`src/hdl/obcr_ram.sv`:
```
// Generic single-port RAM with registered read data.
// No dependencies.
`default_nettype none

module obcr_ram #(
   parameter int WIDTH = 1,
   parameter int DEPTH = 1024
) (
   input  wire logic                     clock,
   input  wire logic                     we,
   input  wire logic [$clog2(DEPTH)-1:0] addr,
   input  wire logic [WIDTH-1:0]         wdata,
   output logic      [WIDTH-1:0]         rdata
);

   logic [WIDTH-1:0] mem_ff [DEPTH];
   logic [WIDTH-1:0] rdata_ff;

   always_ff @(posedge clock) begin
      if (we) begin
         mem_ff[addr] <= wdata;
      end
      rdata_ff <= mem_ff[addr];
   end

   assign rdata = rdata_ff;

endmodule

`default_nettype wire

```
`config.mk`:
```
export PLATFORM = sky130hd
export DESIGN_NAME = obcr_ram
export DESIGN_NICKNAME = d
export VERILOG_FILES = /design/src/hdl/obcr_ram.sv
export SDC_FILE = /design/constraint.sdc
export NUM_CORES = 1
export LEC_CHECK = 0
export BUFFER_PORTS_ARGS = -buffer_cell sky130_fd_sc_hd__buf_4
export CAP_MARGIN = 20
export CORE_UTILIZATION = 55
export CTS_BUF_LIST = sky130_fd_sc_hd__clkbuf_4 sky130_fd_sc_hd__clkbuf_8
export DETAILED_ROUTE_END_ITERATION = 10
export PLACE_DENSITY = 0.7
export SLEW_MARGIN = 20
export SYNTH_ARGS = -nofsm -noshare
export SYNTH_HDL_FRONTEND = slang
export SYNTH_SLANG_ARGS = --single-unit
```
`constraint.sdc`:
```
create_clock -name clock -period 2.9 [get_ports clock]
set_input_delay 0.87 -clock clock [delete_from_list [all_inputs] [get_ports clock]]
set_output_delay 0.87 -clock clock [all_outputs]
set_load 0.02 [all_outputs]
```
==> flow_summary.html <==
<table>
<tr><th>Metric</th><th>Value</th></tr>
<tr><th colspan="2">Critical path</th></tr>
<tr><td>Critical R2R Launch</td><td>mem_ff[631]</td></tr>
<tr><td>Data required time of the worst path</td><td>~3.6 ns</td></tr>
<tr><td>Arrival time at the worst endpoint</td><td>roughly 3.4 ns</td></tr>
<tr><td>Path type of the worst setup path</td><td>in2reg</td></tr>
<tr><td>Kind of capture point of the worst setup path</td><td>register</td></tr>
<tr><td>Startpoint of the worst setup timing path</td><td>addr[1]</td></tr>
<tr><td>Number of cells traversed by the worst register-to-register path</td><td>11</td></tr>
<tr><td>Largest fanout of any net on the critical path</td><td>21</td></tr>
<tr><td>Crit start category</td><td>primary input</td></tr>
<tr><th colspan="2">Power</th></tr>
<tr><td>Worst vdd rail ir drop</td><td>about 420 uV</td></tr>
<tr><td>Static power due to leakage</td><td>roughly 17 nW</td></tr>
<tr><td>Total power of the final layout</td><td>approximately 30 mW</td></tr>
<tr><td>Power per unit of standard cell area</td><td>582 mW/mm2</td></tr>
<tr><th colspan="2">Yosys</th></tr>
<tr><td>Ranking of synthesized cells by area</td><td>edfxtp_1, mux2i_1, nor2_1, o22ai_1, mux4_2</td></tr>
<tr><td>Area share of the largest cell type after synthesis</td><td>a little over two thirds</td></tr>
<tr><td>Number of distinct library cells after synthesis</td><td>40</td></tr>
<tr><td>#FFs+latches synth</td><td>1025</td></tr>
<tr><td>Sequential element share of the synthesized area</td><td>69.4%</td></tr>
<tr><td>Fraction of registers with async set/reset</td><td>0%</td></tr>
<tr><td>Cells after Synth</td><td>between 3000 and 4000</td></tr>
<tr><td>Mean post-synth cell area</td><td>around 13 um2</td></tr>
<tr><td>Post-Synthesis Net Count</td><td>roughly 3400</td></tr>
<tr><td>YS warnings</td><td>0</td></tr>
<tr><td>EDFF count, synth</td><td>about 1000</td></tr>
<tr><td>Post-Synthesis Cell Area</td><td>around 0.044 mm2</td></tr>
<tr><td>Dominant cell type by area after synthesis</td><td>edfxtp_1</td></tr>
<tr><td>Most used flip-flop cell after synthesis</td><td>edfxtp_1</td></tr>
<tr><td>Most frequently used cell type in the post-synthesis netlist</td><td>nor2_1</td></tr>
<tr><td>Most common library cells after synthesis</td><td>nor2_1, edfxtp_1, mux2i_1, o22ai_1, clkbuf_1</td></tr>
<tr><th colspan="2">Drt</th></tr>
<tr><td>Detailed-route wire length per cell</td><td>approximately 27 um</td></tr>
<tr><td>Total number of vias</td><td>a little under 30000</td></tr>
<tr><td>Drt total wl</td><td>approximately 130000 um</td></tr>
<tr><td>Remaining DRCs</td><td>0</td></tr>
<tr><td>DRT iter0 DRCs</td><td>4307</td></tr>
<tr><td>Vias per inst</td><td>a little over 6</td></tr>
<tr><td>TritonRoute pass-1 iters</td><td>6</td></tr>
<tr><td>Antenna violation net count after detailed routing</td><td>0</td></tr>
<tr><th colspan="2">Global routing</th></tr>
<tr><td>Via count of the first global-routing pass</td><td>between 20000 and 30000</td></tr>
<tr><td>First-pass GRT wire length</td><td>188000 um</td></tr>
<tr><td>Tot GR Track Use</td><td>between 30% and 40%</td></tr>
<tr><td>Aggregate global routing overflow</td><td>0</td></tr>
<tr><td>Maximum number of pins on one net before global-route repair</td><td>roughly 150</td></tr>
<tr><td>Number of antenna violations at the first check in global routing</td><td>4</td></tr>
<tr><th colspan="2">Min path</th></tr>
<tr><td>Hold-critical path depth</td><td>3</td></tr>
<tr><td>Hold path startpoint</td><td>addr[6]</td></tr>
<tr><td>Hold Path Class</td><td>in2reg</td></tr>
<tr><th colspan="2">Die</th></tr>
<tr><td>Number of rows created at floorplan</td><td>a little over 100</td></tr>
<tr><td>Die Span Y</td><td>between 200 and 300 um</td></tr>
<tr><td>Die footprint</td><td>0.0818 mm2</td></tr>
<tr><td>I/O pin cnt</td><td>14</td></tr>
<tr><td>Floorplan Core Area</td><td>roughly 0.08 mm2</td></tr>
<tr><td>Width of the die</td><td>between 200 and 300 um</td></tr>
<tr><td>Initial core utilization</td><td>a little under three fifths</td></tr>
<tr><th colspan="2">Timing</th></tr>
<tr><td>Share of the cycle needed by the critical path after routing</td><td>95.4%</td></tr>
<tr><td>Fin Clk Skew</td><td>around 0.024 ns</td></tr>
<tr><td>Crit path time final</td><td>about 2.8 ns</td></tr>
<tr><td>Worst hold slack after final layout</td><td>~0.46 ns</td></tr>
<tr><td>Final number of setup-violating endpoints</td><td>0</td></tr>
<tr><td>Relative slew slack</td><td>~57%</td></tr>
<tr><td>Top achievable clock speed</td><td>362 MHz</td></tr>
<tr><td>Setup repair after global routing missed its margin</td><td>no</td></tr>
<tr><td>Measured slew at the worst slew-check pin</td><td>approximately 0.65 ns</td></tr>
<tr><td>Final hold violation count</td><td>0</td></tr>
<tr><td>Final Max Tran Viols</td><td>0</td></tr>
<tr><th colspan="2">Layout</th></tr>
<tr><td>Share of layout cells above drive strength 1</td><td>19.4%</td></tr>
<tr><td>Syn-to-layout area delta</td><td>16.5%</td></tr>
<tr><td>Final core occ</td><td>between 60% and 70%</td></tr>
<tr><td>Post-layout net count</td><td>3620</td></tr>
<tr><th colspan="2">Clock network</th></tr>
<tr><td>Clock transition at path regs</td><td>0.05 ns</td></tr>
<tr><td>Longest Clk Path Bufs</td><td>3</td></tr>
<tr><td>Post-CTS setup repair buffer count</td><td>0</td></tr>
<tr><td>TritonCTS clock tree</td><td>built</td></tr>
<tr><td>Post-cts gate resize count</td><td>0</td></tr>
<tr><td>Number of buffers added to fix hold violations after cts</td><td>0</td></tr>
<tr><td>Number of levels in the clock H-tree</td><td>4</td></tr>
<tr><td>Clock latency on the worst-skew pair</td><td>0.81 ns</td></tr>
<tr><td>Total CTS buffers</td><td>between 150 and 200</td></tr>
<tr><td>Clock sink count</td><td>between 1000 and 1500</td></tr>
<tr><td>Cell at the root of the clock tree</td><td>clkbuf_8</td></tr>
<tr><th colspan="2">Job</th></tr>
<tr><td># Max-Cap Violations</td><td>0</td></tr>
<tr><th colspan="2">Place</th></tr>
<tr><td>Post-detailed-placement half-perimeter wirelength</td><td>slightly below 80000 um</td></tr>
<tr><td>Count of port buffers added during placement</td><td>13</td></tr>
<tr><td>Final estimated routing congestion in global placement</td><td>roughly 0.9</td></tr>
<tr><th colspan="2">Run status</th></tr>
<tr><td>Outcome</td><td>complete, no violations</td></tr>
</table>
==> logic make-up after synthesis <==
family / synth area share [%]
flops: 69.4
buf+inv: 3.31
simple gates: 11.8
mux: 11.9
compound gates: 3.61
==> routing by layer <==
layer / share of wire (%) / track usage, % / routed length (um) / vias up
met1: 36 / 42.3 / 47500 / 14800
met3: 12 / 7.58 / 15800 / 389
li1: - / - / - / 12700
met4: 5.1 / 15.9 / 6650 / 0
met2: 46 / 50.2 / 60600 / 1947
met5: 0 / 0 / 0 / -
==> state kept, by name, indices dropped and copies added (netlist names) <==
signal,flops
mem_ff,1024
rdata,1
==> worst max-delay path, cell delays in order <==
cell	delay, ns
buf_8	0.20
buf_12	0.21
buf_12	0.21
buf_4	0.17
mux2i_1	0.23
o22ai_1	0.11
nor2_1	0.13
nand4_1	0.27
o2111ai_1	0.19
o211ai_1	0.13
buf_4	0.18
a211oi_1	0.39
nand3_1	0.13
==> power by group <==
part / internal, mW / switching, mW
Combinational: 0.670 / 1.09
Sequential: 16.3 / 0.00764
Clock: 6.25 / 5.73
Total: 23.2 / 6.83
==> layout make-up <==
type / instances / area, um2
clock buffer: 216 / 2650
antenna: 2 / 5.00
clock inverter: 77 / 487
tap: 1050 / 1310
fill: 5735 / 27800
sequential: 1025 / 30800
inverter: 3 / 11.3
timing repair buffer: 392 / 4160
multi-input combinational: 2022 / 12200
==> layout by cell type (no fill, tap or decap), types with 15 or more instances in the layout <==
cell	n
nand3_1	15
clkbuf_8	164
buf_4	294
nor4_1	43
o22ai_1	198
mux2i_1	456
mux4_2	32
buf_12	96
nor3_1	18
edfxtp_1	1024
nand2_1	50
nor2_1	1080
clkinv_2	17
nand2_2	32
clkinv_1	45
clkbuf_4	52
==> path summary, 6_finish.rpt <==
check / to / slack [ns]
hold reg to reg: rdata / 0.86
hold / removal: rdata / 0.46
setup / recovery: rdata / 0.13
setup reg to reg: rdata / 0.33
==> through the flow <==
| step | area, um2 | worst slack, ns | instances | TNS [ns] |
|---|---|---|---|---|
| floorplan | 44300 | 0.152 | 3369 | 0 |
| global placement | 48500 | -0.988 | 4492 | -3.95 |
| detailed placement | 48500 | -0.821 | 4492 | -7.15 |
| CTS | 51600 | 0.0922 | 4785 | 0 |
| global route | 51600 | 0.0662 | 4787 | 0 |
| finish | 51600 | 0.134 | 4787 | 0 |
Note: power is estimated with default switching activity, not from simulation.
