===== config.mk =====
export PLATFORM = sky130hd
export DESIGN_NAME = obcr_scan
export DESIGN_NICKNAME = d
export VERILOG_FILES = /design/src/hdl/obcr_pkg.sv /design/src/hdl/obcr_scan.sv
export SDC_FILE = /design/constraint.sdc
export NUM_CORES = 1
export LEC_CHECK = 0
export BUFFER_PORTS_ARGS = -buffer_cell sky130_fd_sc_hd__clkbuf_2
export CELL_PAD_IN_SITES_DETAIL_PLACEMENT = 1
export CELL_PAD_IN_SITES_GLOBAL_PLACEMENT = 1
export CORE_MARGIN = 1.5
export CORE_UTILIZATION = 45
export CTS_BUF_LIST = sky130_fd_sc_hd__clkbuf_8
export CTS_CLUSTER_DIAMETER = 40
export DETAILED_ROUTE_END_ITERATION = 7
export HOLD_SLACK_MARGIN = 0.08
export PLACE_DENSITY = 0.91
export SLEW_MARGIN = 20
export SYNTH_ARGS = -nofsm -noshare
export SYNTH_HDL_FRONTEND = slang
export SYNTH_SLANG_ARGS = --single-unit

===== constraint.sdc =====
create_clock -name clock -period 5.3 [get_ports clock]
set_input_delay 1.06 -clock clock [delete_from_list [all_inputs] [get_ports clock]]
set_output_delay 1.06 -clock clock [all_outputs]
set_load 0.1 [all_outputs]

===== src/hdl/obcr_pkg.sv =====
// Shared types and constants for the orange blob center refiner.
// No dependencies; imported by the top, the scan sequencer and the checker.
`default_nettype none

package obcr_pkg;

   localparam int MAX_WIDTH   = 512;
   localparam int MAX_HEIGHT  = 512;
   localparam int MASK_DEPTH  = MAX_WIDTH * MAX_HEIGHT;
   localparam int ADDR_W      = $clog2(MASK_DEPTH);
   localparam int EDGE_MARGIN = 2;
   localparam int FAR_MARGIN  = 3;
   localparam int MIN_DIM     = 8;

   localparam int REQ_DATA_W  = 40;
   localparam int RSP_DATA_W  = 24;
   localparam int CSR_INDEX_W = 3;
   localparam int CSR_DATA_W  = 10;

   // register indexes
   localparam logic [CSR_INDEX_W-1:0] CSR_IMAGE_WIDTH   = 3'd0;
   localparam logic [CSR_INDEX_W-1:0] CSR_IMAGE_HEIGHT  = 3'd1;
   localparam logic [CSR_INDEX_W-1:0] CSR_HORIZON_ROW   = 3'd2;
   localparam logic [CSR_INDEX_W-1:0] CSR_GAP_TOLERANCE = 3'd3;
   localparam logic [CSR_INDEX_W-1:0] CSR_MIN_EXTENT    = 3'd4;

   // request kinds (req_tuser)
   localparam logic KIND_WRITE = 1'b0;
   localparam logic KIND_QUERY = 1'b1;

   // derived configuration handed to the scan sequencer
   typedef struct packed {
      logic [9:0] width;
      logic [9:0] height;
      logic [9:0] bottom_lim;
      logic [9:0] right_lim;
      logic [9:0] horizon;
      logic [3:0] tol;
      logic [8:0] min_ext;
   } cfg_type;

   // single mask port request
   typedef struct packed {
      logic              we;
      logic [ADDR_W-1:0] addr;
      logic              wdata;
   } mem_req_type;

endpackage

`default_nettype wire


===== src/hdl/obcr_scan.sv =====
// Query sequencer: walks the four pixel scans through the mask RAM, drives
// mask writes while idle and holds the result beat. Depends on obcr_pkg.
`default_nettype none

module obcr_scan (
   input  wire logic                            clock,
   input  wire logic                            reset,
   input  wire obcr_pkg::cfg_type               cfg,
   input  wire logic                            req_tvalid,
   output logic                                 req_tready,
   input  wire logic [obcr_pkg::REQ_DATA_W-1:0] req_tdata,
   input  wire logic                            req_tuser,
   output logic                                 rsp_tvalid,
   input  wire logic                            rsp_tready,
   output logic      [obcr_pkg::RSP_DATA_W-1:0] rsp_tdata,
   output obcr_pkg::mem_req_type                mem_req,
   input  wire logic                            mem_rdata
);
   import obcr_pkg::*;

   typedef enum logic [3:0] {
      ST_IDLE  = 4'b0001,
      ST_CHECK = 4'b0010,
      ST_WAIT  = 4'b0100,
      ST_DONE  = 4'b1000
   } state_type;

   typedef enum logic [3:0] {
      PH_DOWN  = 4'b0001,
      PH_UP    = 4'b0010,
      PH_LEFT  = 4'b0100,
      PH_RIGHT = 4'b1000
   } phase_type;

   state_type state_ff, state_in;
   phase_type phase_ff, phase_in;
   logic [9:0] pos_ff, pos_in;
   logic [3:0] gap_ff, gap_in;
   logic [8:0] x_ff, x_in;
   logic [8:0] y_ff, y_in;
   logic [9:0] lower_ff, lower_in;
   logic [9:0] upper_ff, upper_in;
   logic [9:0] left_ff, left_in;
   logic [9:0] right_ff, right_in;
   logic       rsp_valid_ff, rsp_valid_in;
   logic [8:0] rsp_x_ff, rsp_x_in;
   logic [8:0] rsp_y_ff, rsp_y_in;
   logic       rsp_ok_ff, rsp_ok_in;

   // request fields
   logic [8:0] f_column, f_row, f_top;
   logic       f_orange;
   logic [9:0] f_bottom;
   assign f_column = req_tdata[8:0];
   assign f_row    = req_tdata[17:9];
   assign f_orange = req_tdata[18];
   assign f_top    = req_tdata[27:19];
   assign f_bottom = req_tdata[37:28];

   logic        accept, run, rsp_free;
   logic [9:0]  end_sum;     // pos + gap + 1 for upward and leftward ends
   logic [9:0]  end_diff;    // pos - gap for downward and rightward ends
   logic [10:0] mid_sum;
   logic [9:0]  start_row;
   logic [9:0]  rd_row, rd_col;
   logic signed [10:0] span_x, span_y, min_s;

   assign req_tready = (state_ff == ST_IDLE);
   assign accept     = req_tvalid && req_tready;
   assign rsp_free   = !rsp_valid_ff || rsp_tready;
   assign end_sum    = pos_ff + 10'(gap_ff) + 10'd1;
   assign end_diff   = pos_ff - 10'(gap_ff);
   assign mid_sum    = (11'(f_top) + 11'(f_bottom)) >> 1;
   assign start_row  = (mid_sum > 11'(cfg.height - 10'd1)) ? (cfg.height - 10'd1)
                                                           : mid_sum[9:0];
   assign span_x     = $signed({1'b0, right_ff}) - $signed({1'b0, left_ff});
   assign span_y     = $signed({1'b0, lower_ff}) - $signed({1'b0, upper_ff});
   assign min_s      = $signed({2'b00, cfg.min_ext});

   always_comb begin
      run = 1'b0;
      unique case (phase_ff)
         PH_DOWN:  run = pos_ff <= cfg.bottom_lim;
         PH_UP:    run = pos_ff >= cfg.horizon;
         PH_LEFT:  run = pos_ff >= 10'(EDGE_MARGIN);
         PH_RIGHT: run = pos_ff <= cfg.right_lim;
         default:  run = 1'b0;
      endcase
      run = run && (gap_ff < cfg.tol);
   end

   // vertical scans walk rows on the query column, horizontal ones columns
   assign rd_row = (phase_ff == PH_DOWN || phase_ff == PH_UP) ? pos_ff : {1'b0, y_ff};
   assign rd_col = (phase_ff == PH_DOWN || phase_ff == PH_UP) ? {1'b0, x_ff} : pos_ff;

   always_comb begin
      mem_req.we    = 1'b0;
      mem_req.wdata = f_orange;
      if (state_ff == ST_IDLE) begin
         mem_req.addr = ADDR_W'(int'(f_row) * MAX_WIDTH + int'(f_column));
         mem_req.we   = accept && (req_tuser == KIND_WRITE) &&
                        (int'(f_column) < MAX_WIDTH) && (int'(f_row) < MAX_HEIGHT);
      end else begin
         mem_req.addr = ADDR_W'(int'(rd_row) * MAX_WIDTH + int'(rd_col));
      end
   end

   always_comb begin
      state_in     = state_ff;
      phase_in     = phase_ff;
      pos_in       = pos_ff;
      gap_in       = gap_ff;
      x_in         = x_ff;
      y_in         = y_ff;
      lower_in     = lower_ff;
      upper_in     = upper_ff;
      left_in      = left_ff;
      right_in     = right_ff;
      rsp_valid_in = rsp_valid_ff && !rsp_tready;
      rsp_x_in     = rsp_x_ff;
      rsp_y_in     = rsp_y_ff;
      rsp_ok_in    = rsp_ok_ff;
      unique case (state_ff)
         ST_IDLE: begin
            if (accept && req_tuser == KIND_QUERY) begin
               x_in     = ({1'b0, f_column} > cfg.width - 10'd1) ? 9'(cfg.width - 10'd1)
                                                                 : f_column;
               y_in     = start_row[8:0];
               pos_in   = start_row;
               gap_in   = '0;
               phase_in = PH_DOWN;
               state_in = ST_CHECK;
            end
         end
         ST_CHECK: begin
            if (run) begin
               state_in = ST_WAIT;
            end else begin
               gap_in = '0;
               unique case (phase_ff)
                  PH_DOWN: begin
                     lower_in = end_diff;
                     pos_in   = {1'b0, y_ff};
                     phase_in = PH_UP;
                  end
                  PH_UP: begin
                     upper_in = end_sum;
                     y_in     = 9'((11'(lower_ff) + 11'(end_sum)) >> 1);
                     pos_in   = {1'b0, x_ff};
                     phase_in = PH_LEFT;
                  end
                  PH_LEFT: begin
                     left_in  = end_sum;
                     pos_in   = {1'b0, x_ff};
                     phase_in = PH_RIGHT;
                  end
                  PH_RIGHT: begin
                     right_in = end_diff;
                     state_in = ST_DONE;
                  end
                  default: state_in = ST_IDLE;
               endcase
            end
         end
         ST_WAIT: begin
            gap_in   = mem_rdata ? 4'd0 : gap_ff + 4'd1;
            pos_in   = (phase_ff == PH_UP || phase_ff == PH_LEFT) ? pos_ff - 10'd1
                                                                  : pos_ff + 10'd1;
            state_in = ST_CHECK;
         end
         ST_DONE: begin
            if (rsp_free) begin
               rsp_valid_in = 1'b1;
               rsp_x_in     = 9'((11'(left_ff) + 11'(right_ff)) >> 1);
               rsp_y_in     = y_ff;
               rsp_ok_in    = (span_x >= min_s) && (span_y >= min_s);
               state_in     = ST_IDLE;
            end
         end
         default: state_in = ST_IDLE;
      endcase
   end

   always_ff @(posedge clock) begin
      if (reset) begin
         state_ff     <= ST_IDLE;
         phase_ff     <= PH_DOWN;
         rsp_valid_ff <= 1'b0;
      end else begin
         state_ff     <= state_in;
         phase_ff     <= phase_in;
         rsp_valid_ff <= rsp_valid_in;
      end
      pos_ff   <= pos_in;
      gap_ff   <= gap_in;
      x_ff     <= x_in;
      y_ff     <= y_in;
      lower_ff <= lower_in;
      upper_ff <= upper_in;
      left_ff  <= left_in;
      right_ff <= right_in;
      rsp_x_ff <= rsp_x_in;
      rsp_y_ff <= rsp_y_in;
      rsp_ok_ff <= rsp_ok_in;
   end

   assign rsp_tvalid = rsp_valid_ff;
   assign rsp_tdata  = {5'b0, rsp_ok_ff, rsp_y_ff, rsp_x_ff};

endmodule

`default_nettype wire


==> impl_metrics.py, run 1 <==
metrics = {
    "outcome": {
        "run_status": "complete, no violations",
    },
    "die": {
        "ios": 155,
        "die-width_um": 147,
        "rows": 52,
        "die-area_um2": 21600,
        "start_util_pct": 46.0,
        "fp.dieH_um": 147,
        "coreArea_um2": 20300,
    },
    "synthesis": {
        "synth_most_common_cell": "ha_1",
        "synth-main-ff-cell": "edfxtp_1",
        "synth-edff-count": 91,
        "postSynth.asyncResetShare_pct": 0,
        "yosysTopAreaCellShare_pct": 29.2,
        "synthCells": 1002,
        "synth.distinct_cells": 77,
        "syn_area_um2": 9340,
        "synth_area_leaders": "edfxtp_1, ha_1, xnor2_1, inv_1, mux2i_1",
        "yosysTopAreaCell": "edfxtp_1",
        "yosysWarnings": 0,
        "ys_seq_area_share_pct": 31.2,
        "synth_commonest_cells": "ha_1, inv_1, edfxtp_1",
        "avgSynthCellArea_um2": 9.33,
        "ys_seq_elements": 100,
    },
    "setup_path": {
        "r2r-start": "pos_ff[1]",
        "cp-start-kind": "input pin",
        "criticalPathCategory": "input pin to flip-flop",
        "endpoint_kind": "flip-flop",
        "arrival_ns": 4.63,
        "worstRegToRegCells": 11,
        "path_cells": "clkbuf_2 > and2_1 > fa_1 > a211oi_1 > o21bai_1 > a31o_2 > a21oi_1 > xnor2_1 > ha_1 > or3_1 > a221oi_1 > or3_1 > mux2i_1 > o221ai_1",
        "ff2ff_setup_slack_ns": 1.33,
        "critPathBufInv": 1,
        "crit_top_cell": "or3_1",
        "cp.required_ns": 5.39,
        "critPathSlowestCell": "fa_1",
        "path_max_fanout": 9,
        "cpLargestDelayFamily": "compound AO/OA/AOI/OAI gates",
        "slowest_delay_ns": 0.44,
        "r2r-end": "y_ff[7]",
    },
    "detailed_routing": {
        "dr_total_vias": 8180,
        "drc_errors": 0,
        "ant_nets": 0,
        "wl_per_cell_um": 19.3,
        "routed_via_density": 5.76,
        "drt_iter0_markers": 490,
        "drt_pass1_iterations": 5,
        "drt-total-wl_mm": 27.4,
    },
    "global_route": {
        "grt_overflow_total": 0,
        "grt_max_degree": 42,
        "grt_pass1_wl_mm": 43.8,
        "antenna_found_initial": 0,
        "grt_pass1_vias": 8867,
        "groute.usage.overall_pct": 25.6,
    },
    "clock_tree": {
        "numClockSinks": 100,
        "tritoncts": "done",
        "cts.repair.resized": 0,
        "cts_max_level": 3,
        "clkLatencyLatePin_ns": 0.39,
        "path_clk_slew_ns": 0.10,
        "cts_buffers": 9,
        "cts_setup_buffers": 0,
        "cts_root_buf": "clkbuf_8",
        "holdBufCountCts": 0,
        "clk_path_buf_depth": 2,
    },
    "timing": {
        "worst_pin_slew_ns": 1.11,
        "fin_crit_ns": 4.54,
        "hold_ws_ns": 0.538,
        "hold_viol": 0,
        "slew_violations": 0,
        "final.setup.tns_ns": 0,
        "skew_ns": 0.0146,
        "clock.fmax_mhz": 220,
        "post-route-period-util_pct": 85.7,
        "relSlewSlack_pct": 26.1,
        "final-setup-viol-count": 0,
        "rsz0062_at_grt": "no",
    },
    "finish": {
        "n_fill_cell": 2455,
        "diodes": 0,
        "final_area_um2": 10500,
        "nNetsFinal": 1398,
        "stdcell_count": 1420,
        "syn_to_final_growth_pct": 12.8,
        "multiInputGateArea_um2": 5900,
        "seq_area_um2": 2910,
        "drive_above_1_share_pct": 17.9,
        "postLayoutCoreUtil_pct": 51.9,
    },
    "flow_run": {
        "drv_cap": 0,
    },
    "hold_path": {
        "worst_hold_path.endpoint": "rsp_y_ff[1]",
        "min-delay-path-class": "flip-flop to flip-flop",
        "hold_depth": 0,
        "hold_start": "y_ff[1]",
    },
    "place": {
        "place_inst": 1404,
        "gp_congestion": 0.857,
        "placed_area_um2": 10400,
        "numPortBuffers": 145,
        "dp_hpwl_mm": 22.5,
    },
    "power_and_ir_drop": {
        "powerDensity_nw_per_um2": 553,
        "p_leak_uw": 0.00472,
        "ir_worst_vdd_v": 0.000459,
    },
}
power breakdown:
part,switching [µW],internal (µW),leakage [µW]
clock,274,165,0.0000867
sequential,224,1180,0.000906
combinational,2780,1200,0.00372
cell usage in the layout (no fill, tap or decap), types with 8 or more instances in the layout:
| cell type | n |
|---|---|
| nor3_1 | 24 |
| clkbuf_8 | 9 |
| mux2i_1 | 34 |
| buf_4 | 15 |
| nor4_1 | 9 |
| nor2_1 | 64 |
| o21ai_0 | 55 |
| nand2b_1 | 14 |
| fa_1 | 8 |
| a21o_1 | 10 |
| dfxtp_1 | 9 |
| a211oi_1 | 8 |
| o21bai_1 | 8 |
| nand2_1 | 78 |
| nand3_1 | 19 |
| a21oi_1 | 56 |
| nor2b_1 | 16 |
| edfxtp_1 | 91 |
| clkbuf_2 | 145 |
| or3_1 | 8 |
| xnor2_1 | 66 |
| ha_1 | 136 |
| nand4_1 | 12 |
| inv_1 | 105 |
| xor2_1 | 25 |
kinds of logic after synthesis:
family / after synthesis / synth area share, %
compound gates: 202 / 14.0
xor+xnor: 91 / 8.53
fa+ha+maj: 144 / 19.9
buf+inv: 136 / 5.97
flops: 100 / 31.2
mux: 40 / 4.37
other cells: 1 / 0.0401
simple gates: 288 / 16.0
registers in the layout, summed over array words and instances (netlist names), 10 cells and up:
name / flops
upper_ff: 10
pos_ff: 10
lower_ff: 10
right_ff: 10
left_ff: 10
how the worst max path moves through the flow:
stage,start,end,slack (ns),cells past startpoint
global route,phase_ff[0],mem_req[14],0.48,11
detailed placement,req_tdata[19],pos_ff[0],0.47,15
floorplan,phase_ff[0],mem_req[15],0.02,11
global placement,req_tdata[19],pos_ff[0],0.66,13
CTS,phase_ff[0],mem_req[14],0.79,11
finish,req_tdata[19],pos_ff[0],0.76,14
area by class of cell:
class / instances / share of cell area [%]
inverters: 104 / 3.70
multi-input cells: 770 / 56.0
well taps: 270 / 3.20
repair buffers: 160 / 7.95
flip-flops and latches: 100 / 27.6
clock inverters: 7 / 0.344
clock buffers: 9 / 1.17
through the flow:
| step | worst slack, ns | power (µW) |
|---|---|---|
| final | 0.756 | 5830 |
| after global routing | 0.479 | 6180 |
| after CTS | 0.794 | 5810 |
| after detailed placement | 0.473 | 5350 |
| after global placement | 0.656 | 5150 |
| after floorplan | 0.0186 | 4350 |
layer usage:
metal  GRT usage, %  wire (µm)
met5              0          0
met4           14.0       1230
met3           3.51       1250
met1           27.2      10500
met2           48.7      14400
Power figures use the tool's default switching activity.
==> inputs of run 2 (changes only) <==
Settings changed: PLACE_DENSITY 0.91 to unset, PLACE_DENSITY_LB_ADDON set to 0.1.
Clock period 5.3 ns to 4.73 ns, I/O delays scaled along.
==> impl_metrics.py, run 2 (synthesis gave the netlist of run 1 again) <==
metrics = {
    "outcome": {
        "run_status": "complete, no violations",
    },
    "detailed_routing": {
        "ant_nets": 0,
        "drt_iter0_markers": 422,
        "drt-total-wl_mm": 26.8,
        "drc_errors": 0,
        "wl_per_cell_um": 18.8,
        "dr_total_vias": 7954,
        "drt_pass1_iterations": 4,
        "routed_via_density": 5.59,
    },
    "power_and_ir_drop": {
        "p_int_uw": 2960,
        "clkPwrFrac_pct": 9.0,
        "powerDensity_nw_per_um2": 631,
        "p_total_uw": 6710,
        "pwr-share-seq_pct": 23.8,
        "p_sw_uw": 3750,
        "p_leak_uw": 0.00476,
        "ir_worst_vdd_v": 0.000531,
        "combinationalPowerShare_pct": 67.3,
        "swShare_pct": 55.9,
    },
    "clock_tree": {
        "cts_setup_buffers": 0,
        "cts_root_buf": "clkbuf_8",
        "cts.repair.resized": 0,
        "cts_max_level": 3,
        "path_clk_slew_ns": 0.11,
        "numClockSinks": 100,
        "clkLatencyLatePin_ns": 0.39,
        "clk_path_buf_depth": 2,
        "cts_buffers": 9,
        "holdBufCountCts": 0,
        "tritoncts": "done",
    },
    "global_route": {
        "grt_pass1_wl_mm": 43.1,
        "antenna_found_initial": 2,
        "grt_overflow_total": 0,
        "groute.usage.overall_pct": 25.5,
        "grt_max_degree": 34,
        "grt_pass1_vias": 8422,
    },
    "finish": {
        "final_area_um2": 10600,
        "syn_to_final_growth_pct": 13.9,
        "n_fill_cell": 2471,
        "drive_above_1_share_pct": 18.5,
        "nNetsFinal": 1401,
        "final_common_cell": "clkbuf_2",
        "layout_common_cells": "clkbuf_2, ha_1, inv_1",
    },
    "die": {
        "rows": 52,
        "die-width_um": 147,
        "start_util_pct": 46.0,
        "die-area_um2": 21600,
        "fp.dieH_um": 147,
        "ios": 155,
        "coreArea_um2": 20300,
    },
    "timing": {
        "layout_setup_ws_ns": 0.451,
        "final-setup-viol-count": 0,
        "rsz0062_at_grt": "no",
        "slew_violations": 0,
        "worst_pin_slew_ns": 1.03,
        "fin_crit_ns": 4.28,
        "relSlewSlack_pct": 31.1,
        "post-route-period-util_pct": 90.5,
        "skew_ns": 0.0147,
        "clock.fmax_mhz": 234,
        "hold_ws_ns": 0.537,
        "hold_viol": 0,
        "final.setup.tns_ns": 0,
    },
    "setup_path": {
        "arrival_ns": 3.33,
        "cp.required_ns": 3.78,
        "criticalPathCategory": "flip-flop to output pin",
        "cp-start-kind": "flip-flop",
        "path_max_fanout": 10,
        "endpoint_kind": "output pin",
    },
    "flow_run": {
        "drv_cap": 0,
    },
    "place": {
        "placed_area_um2": 10400,
        "numPortBuffers": 145,
        "gp_congestion": 0.860,
        "preCtsSetupSlack_ns": 0.115,
        "dp_hpwl_mm": 22.3,
    },
    "hold_path": {
        "min-delay-path-class": "flip-flop to flip-flop",
    },
}
[run 2: cell types whose count changed in the layout (fill, tap and decap cells not counted), moves of 2 or more]
| cell | before | now |
|---|---|---|
| buf_4 | 15 | 18 |
| inv_6 | 0 | 3 |
| o21ai_0 | 55 | 52 |
| o21ai_1 | 5 | 8 |
| clkinv_1 | 2 | 0 |
| inv_1 | 105 | 103 |
[run 2: worst max-delay path, cell delays in order (launching register included)]
cell	delay, ns
dfxtp_1	0.47
and2b_1	0.25
o21ai_2	0.55
nand2_1	0.10
o21ai_0	0.11
ha_1	0.21
ha_1	0.27
nand3_1	0.12
xor2_1	0.15
nand2_1	0.07
o21ai_0	0.08
o21ai_1	0.34
buf_12	0.23
[run 2: final timing paths]
check         startpoint     endpoint  slack, ns  depth (start not counted)
min reg2reg      y_ff[8]  rsp_y_ff[8]       0.54                          0
max          phase_ff[0]  mem_req[14]       0.45                         12
max reg2reg    pos_ff[1]      y_ff[7]       0.86                         16
min              y_ff[8]  rsp_y_ff[8]       0.54                          0
[run 2: metal layers]
metal	up-vias	part of all wire, %	wire length [µm]	GRT usage (%)
met5	-	0.037	10	0
met2	182	53	14100	48.3
met1	3854	42	11200	30.1
met4	2	1.7	459	6.65
li1	3881	-	-	-
met3	35	3.7	1000	3.42
[run 2: area by class of cell]
type	instances	area (µm²)	share of cell area, %
multi-input cells	770	5900	55.5
flip-flops and latches	100	2910	27.4
repair buffers	163	876	8.23
inverters	104	390	3.67
well taps	270	338	3.18
clock buffers	9	124	1.16
clock inverters	7	92.6	0.870
diodes	1	2.50	0.0235
[run 2: through the flow]
stage               std cells  utilization, %
floorplan                1006               -
global placement         1407            51.3
detailed placement       1407            51.3
CTS                      1423            52.4
global route             1423            52.4
finish                   1424            52.4
[run 2: power groups by stage]
stage	sequential [µW]	clock [µW]	combinational (µW)
final	1600	601	4520
after global routing	1610	644	4890
after CTS	1590	615	4510
after detailed placement	1610	0	4480
after global placement	1610	0	4360
after floorplan	1540	0	3340
==> inputs of run 3 (changes only) <==
Settings changed: ABC_AREA set to 1, CORE_UTILIZATION 45 to 44.
==> impl_metrics.py, run 3 <==
metrics = {
    "outcome": {
        "run_status": "complete, no violations",
    },
    "clock_tree": {
        "clk_path_buf_depth": 2,
        "cts.repair.resized": 0,
        "path_clk_slew_ns": 0.11,
        "tritoncts": "done",
        "cts_buffers": 9,
        "cts_setup_buffers": 0,
        "numClockSinks": 100,
        "clkLatencyLatePin_ns": 0.39,
        "cts_root_buf": "clkbuf_8",
        "cts_max_level": 3,
        "holdBufCountCts": 0,
    },
    "setup_path": {
        "cp-start-kind": "flip-flop",
        "worstRegToRegCells": 18,
        "r2r-start": "pos_ff[2]",
        "ff2ff_setup_slack_ns": 1.12,
        "r2r-end": "y_ff[7]",
        "path_max_fanout": 10,
        "cp.required_ns": 3.78,
        "cp-startpoint": "phase_ff[0]",
        "crit_top_cell": "nand2_1",
        "criticalPathCategory": "flip-flop to output pin",
        "slowest_delay_ns": 0.45,
        "arrival_ns": 3.18,
        "path_cells": "inv_2 > nor2_1 > nand2_1 > nand2_1 > clkinv_1 > o21ai_0 > ha_1 > ha_1 > nand4_1 > nor2_1 > nand2_1 > nand2_1 > nand3_1 > nand2_1 > clkbuf_2",
        "endpoint": "mem_req[18]",
        "critPathSlowestCell": "clkbuf_2",
        "endpoint_kind": "output pin",
    },
    "hold_path": {
        "min-delay-path-class": "flip-flop to flip-flop",
        "hold_start": "phase_ff[3]",
    },
    "synthesis": {
        "ys_seq_elements": 100,
        "postSynth.asyncResetShare_pct": 0,
        "syn_area_um2": 9830,
        "synth_most_common_cell": "nand2_1",
        "synth.distinct_cells": 52,
        "yosysTopAreaCell": "edfxtp_1",
        "yosysWarnings": 0,
        "synth_area_leaders": "edfxtp_1, ha_1, nand2_1, inv_1, nand3_1",
        "synth_commonest_cells": "nand2_1, inv_1, ha_1",
        "synth-edff-count": 91,
        "synthCells": 1279,
        "yosysTopAreaCellShare_pct": 27.8,
        "synth-main-ff-cell": "edfxtp_1",
        "ys_seq_area_share_pct": 29.6,
        "avgSynthCellArea_um2": 7.68,
    },
    "timing": {
        "relSlewSlack_pct": 38.9,
        "final-setup-viol-count": 0,
        "rsz0062_at_grt": "no",
        "final.setup.tns_ns": 0,
        "hold_viol": 0,
        "slew_violations": 0,
        "hold_ws_ns": 0.529,
        "worst_pin_slew_ns": 0.914,
        "post-route-period-util_pct": 87.1,
        "skew_ns": 0.0127,
        "fin_crit_ns": 4.12,
        "clock.fmax_mhz": 243,
    },
    "flow_run": {
        "drv_cap": 0,
    },
    "global_route": {
        "grt_overflow_total": 0,
        "grt_pass1_wl_mm": 46.4,
        "grt_pass1_vias": 9496,
        "antenna_found_initial": 0,
        "groute.usage.overall_pct": 24.9,
        "grt_max_degree": 29,
    },
    "detailed_routing": {
        "routed_via_density": 5.24,
        "drt-total-wl_mm": 28.6,
        "ant_nets": 0,
        "drt_iter0_markers": 338,
        "drt_pass1_iterations": 5,
        "wl_per_cell_um": 16.7,
        "dr_total_vias": 8953,
        "drc_errors": 0,
    },
    "finish": {
        "stdcell_count": 1709,
        "syn_to_final_growth_pct": 12.5,
        "seq_area_um2": 2910,
        "nNetsFinal": 1677,
        "layout_common_cells": "nand2_1, inv_1, clkbuf_2",
        "diodes": 0,
        "multiInputGateArea_um2": 5940,
        "final_common_cell": "nand2_1",
        "drive_above_1_share_pct": 16.0,
        "final_area_um2": 11100,
        "n_fill_cell": 2828,
    },
    "power_and_ir_drop": {
        "powerDensity_nw_per_um2": 518,
        "p_leak_uw": 0.00564,
        "ir_worst_vdd_v": 0.000389,
    },
    "die": {
        "die-area_um2": 23200,
        "start_util_pct": 44.9,
        "rows": 54,
        "fp.dieH_um": 152,
        "ios": 155,
        "die-width_um": 152,
        "coreArea_um2": 21900,
    },
    "place": {
        "placed_area_um2": 10900,
        "numPortBuffers": 145,
        "dp_hpwl_mm": 24.4,
        "place_inst": 1693,
        "gp_congestion": 0.875,
    },
}
## run 3: critical path: cells and delay by family (launching register included)
family	cells	cell delay (ns)
simple gates	9	0.97
buf+inv	3	0.75
flops	1	0.43
fa+ha+maj	2	0.41
compound gates	1	0.22
## run 3: final cells by class
| type | count | area share, % |
|---|---|---|
| clock buffer | 9 | 1.12 |
| clock inverter | 7 | 0.679 |
| inverter | 225 | 7.64 |
| multi-input combinational | 932 | 53.7 |
| sequential | 100 | 26.3 |
| tap | 280 | 3.17 |
| timing repair buffer | 156 | 7.31 |
## run 3: per-stage QoR
stage                     worst slack, ns  utilization, %  total power (µW)
after floorplan                     0.366               -              4090
after global placement              0.791            49.6              5020
after detailed placement            0.750            49.6              5160
after CTS                           0.588            50.5              5750
after global routing                0.293            50.5              6180
final                               0.608            50.5              5730
## run 3: cells by family after synthesis
logic type | synth area share [%]
compound gates | 10.6
xor+xnor | 5.97
fa+ha+maj | 18.9
buf+inv | 10.1
flops | 29.6
other cells | 0.0382
simple gates | 24.7
## run 3: worst min path at each step
stage | end | slack (ns) | depth (start not counted)
6_report | phase_ff[3] | 0.53 | 2
5_1_grt | rsp_y_ff[1] | 0.54 | 0
4_1_cts | rsp_y_ff[7] | 0.53 | 0
3_5_place_dp | rsp_y_ff[7] | 0.50 | 0
3_3_place_gp | rsp_y_ff[7] | 0.49 | 0
2_1_floorplan | rsp_y_ff[7] | 0.43 | 0
## run 3: power by group
part	switching (µW)	internal (µW)
sequential	271	1260
combinational	2590	1040
clock	331	249
total	3190	2540
## run 3: metal layers
metal  global-route usage, %  vias to the layer above  share of wire [%]
li1                        -                     4505                  -
met1                    27.1                     4230                 40
met2                    49.6                      168                 54
met3                    2.67                       50                2.8
met4                    8.20                        0                3.0
met5                       0                        -                  0
